[config.mk]
export PLATFORM = sky130hd
export DESIGN_NAME = uart_line_receiver_at_detect_core
export DESIGN_NICKNAME = d
export VERILOG_FILES = /design/src/hdl/ulrat_pkg.sv /design/src/hdl/ulrat_step.sv /design/src/hdl/uart_line_receiver_at_detect_core.sv
export SDC_FILE = /design/constraint.sdc
export NUM_CORES = 1
export LEC_CHECK = 0
export ABC_AREA = 1
export BUFFER_PORTS_ARGS = -buffer_cell sky130_fd_sc_hd__buf_2
export CAP_MARGIN = 0
export CORE_UTILIZATION = 30
export DETAILED_ROUTE_END_ITERATION = 10
export PLACE_DENSITY = 0.49
export RECOVER_POWER = 100
export SYNTH_ARGS = -nofsm -noshare
export SYNTH_HDL_FRONTEND = slang
export SYNTH_SLANG_ARGS = --single-unit
[constraint.sdc]
create_clock -name clk -period 2 [get_ports clk]
set_input_delay 0.4 -clock clk [delete_from_list [all_inputs] [get_ports clk]]
set_output_delay 0.4 -clock clk [all_outputs]
set_load 0.005 [all_outputs]
[src/hdl/ulrat_pkg.sv]
// ----------------------------------------------------------------------------
// ulrat_pkg
// Shared codes and types for the UART line receiver with AT prefix detect.
// ----------------------------------------------------------------------------
package ulrat_pkg;

	typedef enum logic [2:0] {
		MODE_BYTE    = 3'd0,
		MODE_OFF     = 3'd1,
		MODE_ARM_STR = 3'd2,
		MODE_ARM_AT  = 3'd3,
		MODE_ARM_RAW = 3'd4
	} mode_t;

	typedef enum logic [1:0] {
		CAP_IDLE = 2'd0,
		CAP_LINE = 2'd1,
		CAP_RAW  = 2'd2
	} cap_t;

	typedef enum logic [1:0] {
		ERR_NONE     = 2'd0,
		ERR_FRAMING  = 2'd1,
		ERR_OVERRUN  = 2'd2,
		ERR_OVERFLOW = 2'd3
	} err_t;

	typedef enum logic {
		CFG_TERMINATOR = 1'b0,
		CFG_ECHO       = 1'b1
	} cfg_reg_t;

	localparam logic [7:0] CHAR_A        = 8'h41;
	localparam logic [7:0] CHAR_T        = 8'h54;
	localparam logic [7:0] TERM_RESET    = 8'd13;

	// receiver control/status flags carried between the state and the step logic
	typedef struct packed {
		logic       receiver_on;
		logic [1:0] capture_state;
		logic [1:0] last_error;
		logic       prefix_done;
		logic       saw_letter_a;
	} ctl_t;

endpackage

[src/hdl/ulrat_step.sv]
// ----------------------------------------------------------------------------
// ulrat_step
// Next-state and result logic for one item of the line receiver.
// ----------------------------------------------------------------------------
module ulrat_step import ulrat_pkg::*; #(
	parameter int LINE_DEPTH = 32,
	parameter int CNT_W      = $clog2(LINE_DEPTH + 2)
) (
	input  logic [2:0]       mode,
	input  logic [7:0]       rx_byte,
	input  logic             framing_flag,
	input  logic             overrun_flag,
	input  logic             tx_free,
	input  logic [7:0]       term_char,
	input  logic             echo_en,
	input  ctl_t             cur_ctl,
	input  logic [CNT_W-1:0] cur_count,
	input  logic [CNT_W-1:0] cur_len,
	output ctl_t             nxt_ctl,
	output logic [CNT_W-1:0] nxt_count,
	output logic [CNT_W-1:0] nxt_len,
	output logic             store_valid,
	output logic [CNT_W-1:0] store_index,
	output logic [7:0]       store_byte,
	output logic             echo_valid
);

	localparam logic [CNT_W-1:0] DEPTH = CNT_W'(LINE_DEPTH);

	logic full;

	assign full = (cur_count >= DEPTH);

	always_comb begin
		nxt_ctl     = cur_ctl;
		nxt_count   = cur_count;
		nxt_len     = cur_len;
		store_valid = 1'b0;
		store_index = '0;
		store_byte  = '0;
		echo_valid  = 1'b0;
		case (mode)
			MODE_BYTE: begin
				if (cur_ctl.receiver_on) begin
					// overrun wins over framing
					if (overrun_flag) begin
						nxt_ctl.last_error = ERR_OVERRUN;
					end else if (framing_flag) begin
						nxt_ctl.last_error = ERR_FRAMING;
					end
					echo_valid = echo_en & tx_free;
					case (cur_ctl.capture_state)
						CAP_RAW: begin
							if (full) begin
								nxt_ctl.last_error    = ERR_OVERFLOW;
								nxt_ctl.capture_state = CAP_IDLE;
							end else begin
								store_valid = 1'b1;
								store_index = cur_count;
								store_byte  = rx_byte;
								nxt_count   = cur_count + CNT_W'(1);
							end
						end
						CAP_LINE: begin
							if (cur_ctl.prefix_done) begin
								if (rx_byte == term_char) begin
									nxt_len               = cur_count + CNT_W'(1);
									nxt_ctl.capture_state = CAP_IDLE;
								end else if (full) begin
									nxt_ctl.last_error    = ERR_OVERFLOW;
									nxt_len               = DEPTH;
									nxt_ctl.capture_state = CAP_IDLE;
								end else begin
									store_valid = 1'b1;
									store_index = cur_count;
									store_byte  = rx_byte;
									nxt_count   = cur_count + CNT_W'(1);
								end
							end else begin
								// "AT" search
								if (rx_byte == CHAR_A) begin
									nxt_ctl.saw_letter_a = 1'b1;
								end else if (rx_byte == CHAR_T && cur_ctl.saw_letter_a) begin
									nxt_ctl.prefix_done = 1'b1;
								end else begin
									nxt_ctl.saw_letter_a = 1'b0;
								end
							end
						end
						default: begin
						end
					endcase
				end
			end
			MODE_OFF: begin
				nxt_ctl.receiver_on = 1'b0;
			end
			MODE_ARM_STR, MODE_ARM_AT, MODE_ARM_RAW: begin
				nxt_count           = '0;
				nxt_len             = '0;
				nxt_ctl.last_error  = ERR_NONE;
				nxt_ctl.receiver_on = 1'b1;
				nxt_ctl.capture_state = (mode == MODE_ARM_RAW) ? CAP_RAW : CAP_LINE;
				nxt_ctl.prefix_done = (mode != MODE_ARM_AT);
				if (mode == MODE_ARM_AT) begin
					nxt_ctl.saw_letter_a = 1'b0;
				end
			end
			default: begin
			end
		endcase
	end

endmodule

[src/hdl/uart_line_receiver_at_detect_core.sv]
// ----------------------------------------------------------------------------
// uart_line_receiver_at_detect_core
// UART receive line buffer control with optional AT prefix detection.
// ----------------------------------------------------------------------------
// Pipeline: an input transfer loads the input register; the item then moves
//   into the result register, whose outputs hold until they transfer out.
// Throughput: one item per cycle; the input register advances whenever the
//   result register is empty or being taken, so both sides stream.
// Reset: arst_n clears the receiver state, the pipeline valids, and loads
//   terminator 13 and echo off.
module uart_line_receiver_at_detect_core import ulrat_pkg::*; #(
	parameter int LINE_DEPTH = 32
) (
	input  logic       clk,
	input  logic       arst_n,
	// item input
	input  logic       in_valid,
	output logic       in_ready,
	input  logic [2:0] mode,
	input  logic [7:0] rx_byte,
	input  logic       framing_flag,
	input  logic       overrun_flag,
	input  logic       tx_free,
	// configuration writes
	input  logic       cfg_valid,
	output logic       cfg_ready,
	input  logic       cfg_index,
	input  logic [7:0] cfg_data,
	// result output
	output logic       out_valid,
	input  logic       out_ready,
	output logic       store_valid,
	output logic [4:0] store_index,
	output logic [7:0] store_byte,
	output logic       echo_valid,
	output logic [5:0] byte_count,
	output logic [5:0] line_length,
	output logic [1:0] error_code,
	output logic [1:0] capture_mode,
	output logic       prefix_found
);

	// counts must reach LINE_DEPTH + 1 (line length includes the terminator)
	localparam int CNT_W = $clog2(LINE_DEPTH + 2);

	// input register stage
	logic       valid_s1;
	logic [2:0] mode_s1;
	logic [7:0] rx_byte_s1;
	logic       framing_s1;
	logic       overrun_s1;
	logic       tx_free_s1;

	// configuration
	logic [7:0] term_q;
	logic       echo_q;

	// receiver state
	ctl_t             ctl_q;
	logic [CNT_W-1:0] count_q;
	logic [CNT_W-1:0] len_q;

	// step results
	ctl_t             nxt_ctl;
	logic [CNT_W-1:0] nxt_count;
	logic [CNT_W-1:0] nxt_len;
	logic             st_valid;
	logic [CNT_W-1:0] st_index;
	logic [7:0]       st_byte;
	logic             ec_valid;

	// result register
	logic       out_valid_q;
	logic       store_valid_q;
	logic [4:0] store_index_q;
	logic [7:0] store_byte_q;
	logic       echo_valid_q;
	logic [5:0] byte_count_q;
	logic [5:0] line_length_q;
	logic [1:0] error_code_q;
	logic [1:0] capture_mode_q;
	logic       prefix_found_q;

	logic advance;

	// the held item is processed once the result slot frees up
	assign advance   = valid_s1 & (~out_valid_q | out_ready);
	assign in_ready  = ~valid_s1 | advance;
	assign cfg_ready = 1'b1;

	always_ff @(posedge clk or negedge arst_n) begin
		if (!arst_n) begin
			valid_s1 <= 1'b0;
		end else if (in_ready) begin
			valid_s1 <= in_valid;
		end
	end

	always_ff @(posedge clk) begin
		if (in_valid && in_ready) begin
			mode_s1    <= mode;
			rx_byte_s1 <= rx_byte;
			framing_s1 <= framing_flag;
			overrun_s1 <= overrun_flag;
			tx_free_s1 <= tx_free;
		end
	end

	always_ff @(posedge clk or negedge arst_n) begin
		if (!arst_n) begin
			term_q <= TERM_RESET;
			echo_q <= 1'b0;
		end else if (cfg_valid && cfg_ready) begin
			case (cfg_index)
				CFG_TERMINATOR: term_q <= cfg_data;
				CFG_ECHO:       echo_q <= cfg_data[0];
				default: begin
				end
			endcase
		end
	end

	ulrat_step #(
		.LINE_DEPTH (LINE_DEPTH),
		.CNT_W      (CNT_W)
	) u_step (
		.mode         (mode_s1),
		.rx_byte      (rx_byte_s1),
		.framing_flag (framing_s1),
		.overrun_flag (overrun_s1),
		.tx_free      (tx_free_s1),
		.term_char    (term_q),
		.echo_en      (echo_q),
		.cur_ctl      (ctl_q),
		.cur_count    (count_q),
		.cur_len      (len_q),
		.nxt_ctl      (nxt_ctl),
		.nxt_count    (nxt_count),
		.nxt_len      (nxt_len),
		.store_valid  (st_valid),
		.store_index  (st_index),
		.store_byte   (st_byte),
		.echo_valid   (ec_valid)
	);

	// state commits together with the result load
	always_ff @(posedge clk or negedge arst_n) begin
		if (!arst_n) begin
			ctl_q   <= '0;
			count_q <= '0;
			len_q   <= '0;
		end else if (advance) begin
			ctl_q   <= nxt_ctl;
			count_q <= nxt_count;
			len_q   <= nxt_len;
		end
	end

	always_ff @(posedge clk or negedge arst_n) begin
		if (!arst_n) begin
			out_valid_q <= 1'b0;
		end else if (advance) begin
			out_valid_q <= 1'b1;
		end else if (out_ready) begin
			out_valid_q <= 1'b0;
		end
	end

	// output fields are the low bits of the internal counts
	always_ff @(posedge clk) begin
		if (advance) begin
			store_valid_q  <= st_valid;
			store_index_q  <= 5'(st_index);
			store_byte_q   <= st_byte;
			echo_valid_q   <= ec_valid;
			byte_count_q   <= 6'(nxt_count);
			line_length_q  <= 6'(nxt_len);
			error_code_q   <= nxt_ctl.last_error;
			capture_mode_q <= nxt_ctl.capture_state;
			prefix_found_q <= nxt_ctl.prefix_done;
		end
	end

	assign out_valid    = out_valid_q;
	assign store_valid  = store_valid_q;
	assign store_index  = store_index_q;
	assign store_byte   = store_byte_q;
	assign echo_valid   = echo_valid_q;
	assign byte_count   = byte_count_q;
	assign line_length  = line_length_q;
	assign error_code   = error_code_q;
	assign capture_mode = capture_mode_q;
	assign prefix_found = prefix_found_q;

endmodule

-- Word-level counts from Yosys, hierarchy flattened
Index checks and enable logic that the tools add are counted.
- $lt $le $gt $ge: 1
- multiplexer cells: 44
- bitwise operators: 7
- $add $sub $neg: 1
- equal/unequal tests: 15
- reduce and logical (&&, ||, !) cells: 12
- operators with widths (operator ; number):
    $mux W6 ; 10
    $pmux W6 S2 ; 4
    $mux W8 ; 3
    $eq A8 B7 Y1 const B ; 2
    $pmux W8 S2 ; 1
    $mux W5 ; 3
    $mux W2 ; 7
    $mux W1 ; 10
    $pmux W5 S2 ; 1
    $eq A8 B8 Y1 ; 1
    $mux W4 ; 2
    $pmux W4 S2 ; 1
    $reduce_and A2 Y1 ; 4
    $reduce_and A7 Y1 ; 1
    $add A6 B1 Y6 const B ; 1
    $eq A3 B2 Y1 const B ; 2
    $ge A6 B6 Y1 const B ; 1
    $ne A2 B2 Y1 const B ; 3
    $ne A3 B2 Y1 const B ; 2
    $reduce_bool A2 Y1 ; 3
    $pmux W1 S2 ; 2
    $eq A3 B1 Y1 const B ; 1
    $eq A3 B3 Y1 const B ; 1
    $logic_not A3 Y1 ; 1
    other kinds (8) ; 13
- bits in registers: 76
- input bits: 28
- output and inout bits: 35
- logic and storage cells: 105

-- Depth between registers and ports, before layout
- word-level depth: 8
- depth in mapped cells: 14
- depth with buffers taken out: 14

-- By module
From an unflattened synthesis, not the netlist that was laid out.
- cell total of the unflattened synthesis: 407
- area total of the unflattened synthesis: 3662.3 sq um
- modules (own cells, without submodules) (module ; times used ; sequential area each (sq um) ; area each (sq um) ; cells an instance):
    uart_line_receiver_at_detect_core ; 1 ; 2135.8 ; 2592.5 ; 180
    ulrat_step ; 1 ; 0.0 ; 1069.8 ; 227

-- Least setup slack after synthesis
Ideal clock, no wire load.
- path kind: input-to-reg
- from: input out_ready
- to: register byte_count_q[0] (netlist: byte_count[0]), enable pin
- setup slack: 0.256 ns
- library setup time: 0.377 ns
- path buffers: 2
- arrival: 1.366 ns
- required time: 1.623 ns
- stages: 6
- path through: inv_1 > nand2_1 > nand2_1 > buf_2 > inv_1 > buf_2
- cells in the longest elaborated chain, start to end: 2
- ends and longest elaborated chain (item ; line ; source):
    from (decl) ; uart_line_receiver_at_detect_core.sv:31 ; input logic out_ready,
    $or A1 B1 Y1 ; uart_line_receiver_at_detect_core.sv:87 ; assign advance = valid_s1 & (~out_valid_q | out_ready);
    $and A1 B1 Y1 ; uart_line_receiver_at_detect_core.sv:87 ;
    named net advance ; uart_line_receiver_at_detect_core.sv:84 ; logic advance;
    to (signal assigned) ; uart_line_receiver_at_detect_core.sv:176 ; byte_count_q <= 6'(nxt_count);
    to (decl) ; uart_line_receiver_at_detect_core.sv:78 ; logic [5:0] byte_count_q;
The timed path passes the listed nets, and every way through them passes these cells.
A chain may end at the register's enable or synchronous reset.

-- Worst setup path in the final report
- from: register mode_s1[0]
- to: register store_byte_q[7] (netlist: store_byte[7]), data pin
- cells in the longest elaborated chain, start to end: 2
- ends and longest elaborated chain (item ; line ; source):
    from (decl) ; uart_line_receiver_at_detect_core.sv:48 ; logic [2:0] mode_s1;
    from (signal assigned) ; uart_line_receiver_at_detect_core.sv:101 ; mode_s1 <= mode;
    $logic_not A3 Y1 ; ulrat_step.sv:42 ; case (mode)
    $reduce_and A2 Y1 (no line) ; -- ;
    to (signal assigned) ; uart_line_receiver_at_detect_core.sv:174 ; store_byte_q <= st_byte;
    to (decl) ; uart_line_receiver_at_detect_core.sv:76 ; logic [7:0] store_byte_q;
Every way passes these cells.

==> summary.txt <==
Run status
  – Status: finished, final reports clean

Pwr
  – Sw power: between 0.001 and 0.0015 W
  – Sequential group share of total power: 38.7%
  – Clock group share of total power: 40.4%
  – P_int: around 0.0038 W
  – Gate power share: 20.9%
  – Max IR drop VDD: 501.4 uV
  – Tot Pwr: 0.005237 W
  – PD cells: 1153 nW/um2
  – Pleak: 1.983 nW
  – Switching portion of total power: 28.17%

Yosys
  – Ys flop type: edfxtp_1
  – Post-synth ARST share: 39.47%
  – Post-synth EDFFs: between 40 and 50
  – Post-Synthesis Cells: 375
  – Syn_nets: just over 400
  – Flop and latch count out of synthesis: 76
  – Register area share after synthesis: 58.16%
  – Synth warn: 0
  – Syn Std Cell Area: 3672 um2
  – Netlist cell types: 40
  – Avg Cell Area, Syn: 9.793 um2

Place
  – Input/output buffers: 61
  – GP Congestion: 0.8203
  – Dpl hpwl: 5900 um
  – Inst Count DP: 584
  – Place WS: -0.01221 ns

Routing
  – First-pass detailed-route iteration total: 4
  – DR iter-0 viols: 136
  – DRC viols: 0
  – Drt wl/cell: 13.82 um
  – Vias per cell: 4.562
  – Remaining antenna violation count: 0
  – Vias after detailed routing: 2,737
  – Total wire length: between 8000 and 9000 um

STA
  – Final period util: 91.25%
  – Tmin final: approximately 1.8 ns
  – Final setup viols: 0
  – Final Hold Fails: 0
  – Slew headroom: a little over two fifths
  – Slew Limit Fails: 0
  – Clk_skew: approximately 0.006 ns
  – Maximum clock rate: 548.0 MHz
  – Worst setup margin: 0.1750 ns
  – Unrepaired setup endpoints after global routing: no
  – Total negative slack: 0 ns
  – Slew @ Worst Pin: 0.8657 ns

Global route
  – Gr usage total: 14.17%
  – Gr ovfl total: 0
  – Grt met3 use: 2.646%
  – Via count of the first global-routing pass: 2,696
  – Grt peak-use layer: met2
  – Met1 Resource Use GR: 18.51%
  – Initial antenna violation count: 0
  – Largest net degree at the start of global routing: 38
  – First-pass GRT wire length: 13,730 um
  – Met2 Usage GRT: 22.47%

Finish
  – Nets: between 400 and 500
  – N_diodes: 0
  – Final Non-Filler Cells: 600
  – P&R area growth vs syn: 23.65%
  – Commonest non-fill, non-tap cell in the layout: nand2_1
  – Commonest cells after routing, fill and taps aside: 95 x nand2_1, 47 x buf_2, 46 x edfxtp_1
  – Layout cells sized above 1: a little under a quarter
  – Fin util: approximately 38%

Min path
  – Hold crit path type: in -> async

Clock tree
  – # hold bufs at CTS: 0
  – CTS tree: done
  – Clk slew on worst S/H paths: 0.06 ns
  – H-tree levels: 3
  – TritonCTS buffer count: 9
  – # clock sinks: 76
  – Clk_lat worst skew: 0.34 ns
  – Root Buffer: clkbuf_16
  – Bufs on Longest Clock Path: 2

Die
  – Die area: 12,690 um2
  – I/O pin cnt: 63
  – DIE WIDTH: 112.6 um
  – Die H: around 110 um
  – Core Area: 11,960 um2
  – Initial Util: a little under a third
  – Core Rows: 40

Setup path
  – Critical Setup Path Class: reg -> reg
  – Worst Path Arrival: 1.98 ns
  – Reg2reg start: mode_s1[0]$_DFFE_PP_
  – Critical Path Start Type: flop
  – Reg2Reg Depth: 7
  – Worst reg2reg endpoint: store_byte[7]$_SDFFCE_PN0P_
  – Reg2Reg Setup Slack: ~0.18 ns
  – Worst path required time: 2.16 ns
  – Worst setup EP type: flop
  – CP max FO: 13

Flow run
  – Total of max-cap violations: 0
-- power by group through the flow --
| stage | registers (W) | clock network (W) | logic (W) |
|---|---|---|---|
| final | 0.00203 | 0.00211 | 0.00109 |
| after global routing | 0.00206 | 0.00222 | 0.00124 |
| after CTS | 0.00203 | 0.00216 | 0.00114 |
| after detailed placement | 0.00206 | 0 | 0.00113 |
| after global placement | 0.00206 | 0 | 0.00113 |
| after floorplan | 0.00204 | 0 | 0.000726 |
-- critical path, cell delays in order (launching register included) --
cell and delay (ns):
edfxtp_1 0.42, nor2_1 0.32, inv_2 0.12, nor2_8 0.10, inv_2 0.10, nor2_8 0.14, nand3_4 0.18, nor3_1 0.25
-- what timing repair did --
item	in CTS	in global routing
setup buffers	0	0
setup endpoints to repair	1	14
pin swaps	0	0
hold endpoints to repair	0	0
cloned	0	0
resized for setup	1	5
-- per-layer routing --
metal | vias up | routed length [um]
met1 | 1279 | 3962
met2 | 56 | 3844
li1 | 1390 | -
met4 | 0 | 178
met3 | 12 | 304
met5 | - | 0
-- through the flow --
step / hold WS [ns] / instance area (um2)
3_3_place_gp: 0.4932 / 4202
5_1_grt: 0.2241 / 4541
2_1_floorplan: 0.1044 / 3672
3_5_place_dp: 0.4908 / 4202
4_1_cts: 0.1680 / 4594
6_report: 0.1675 / 4541
-- synthesized netlist by cell type (3+ instances only) --
| master | n | area (um2) |
|---|---|---|
| nor2_4 | 3 | 33.78 |
| inv_1 | 44 | 165.2 |
| o22ai_1 | 7 | 43.79 |
| mux2_2 | 3 | 33.78 |
| o21ai_1 | 6 | 30.03 |
| nor3_2 | 8 | 80.08 |
| dfrtp_1 | 27 | 675.7 |
| nand2_1 | 96 | 360.4 |
| dfstp_2 | 3 | 78.83 |
| nor3_1 | 8 | 40.04 |
| xnor2_1 | 3 | 26.28 |
| nor2_1 | 23 | 86.33 |
| edfxtp_1 | 46 | 1381 |
| nand3_1 | 17 | 85.08 |
| buf_2 | 3 | 15.01 |
| ha_1 | 4 | 50.05 |
| xor2_1 | 5 | 43.79 |
| nand4_1 | 5 | 31.28 |
| o21ai_0 | 21 | 105.1 |
| inv_2 | 7 | 26.28 |
| a21oi_1 | 9 | 45.04 |
-- worst max path at each step --
stage               cells after the start                    start                     endpoint
finish                                  7     mode_s1[0]$_DFFE_PP_  store_byte[7]$_SDFFCE_PN0P_
global route                           12  rx_byte_s1[5]$_DFFE_PP_     line_length[4]$_DFFE_PP_
CTS                                     7     ctl_q[5]$_DFFE_PN0P_     line_length[5]$_DFFE_PP_
detailed placement                      7     ctl_q[5]$_DFFE_PN0P_     line_length[5]$_DFFE_PP_
global placement                        7     ctl_q[5]$_DFFE_PN0P_     line_length[5]$_DFFE_PP_
floorplan                               6                out_ready      byte_count[0]$_DFFE_PP_
-- registers in the layout, indices dropped and copies added (netlist names) --
name and count:
store_index 5, prefix_found 1, byte_count 6, line_length 6, len_q 6, ctl_q 7
echo_q 1, store_valid 1, out_valid 1, term_q 8, capture_mode 2, valid_s1 1
echo_valid 1, tx_free_s1 1, error_code 2, store_byte 8, rx_byte_s1 8, framing_s1 1
overrun_s1 1, count_q 6, mode_s1 3
-- area by class of cell --
type	instances	area, um2
Fill cell	1217	7421
Tap cell	147	183.9
Multi-Input combinational cell	238	1269
Timing Repair Buffer	71	369.1
Sequential cell	76	2136
Inverter	52	195.2
Clock inverter	7	162.7
Clock buffer	9	225.2
-- kinds of logic (layout without fill, tap and decap cells) --
logic type / count (synthesis) / count (layout) / share of synthesized area, %
buffers and inverters: 61 / 139 / 7.019
other: 1 / 1 / 0.1021
AOI/OAI and AO/OA: 52 / 52 / 7.905
DFF: 76 / 76 / 58.16
xor gates and xnor gates: 8 / 8 / 1.908
adders and majority gates: 4 / 4 / 1.363
and+or+nand+nor: 170 / 170 / 22.62
muxes: 3 / 3 / 0.9199
Note: power is estimated with default switching activity, not from simulation.
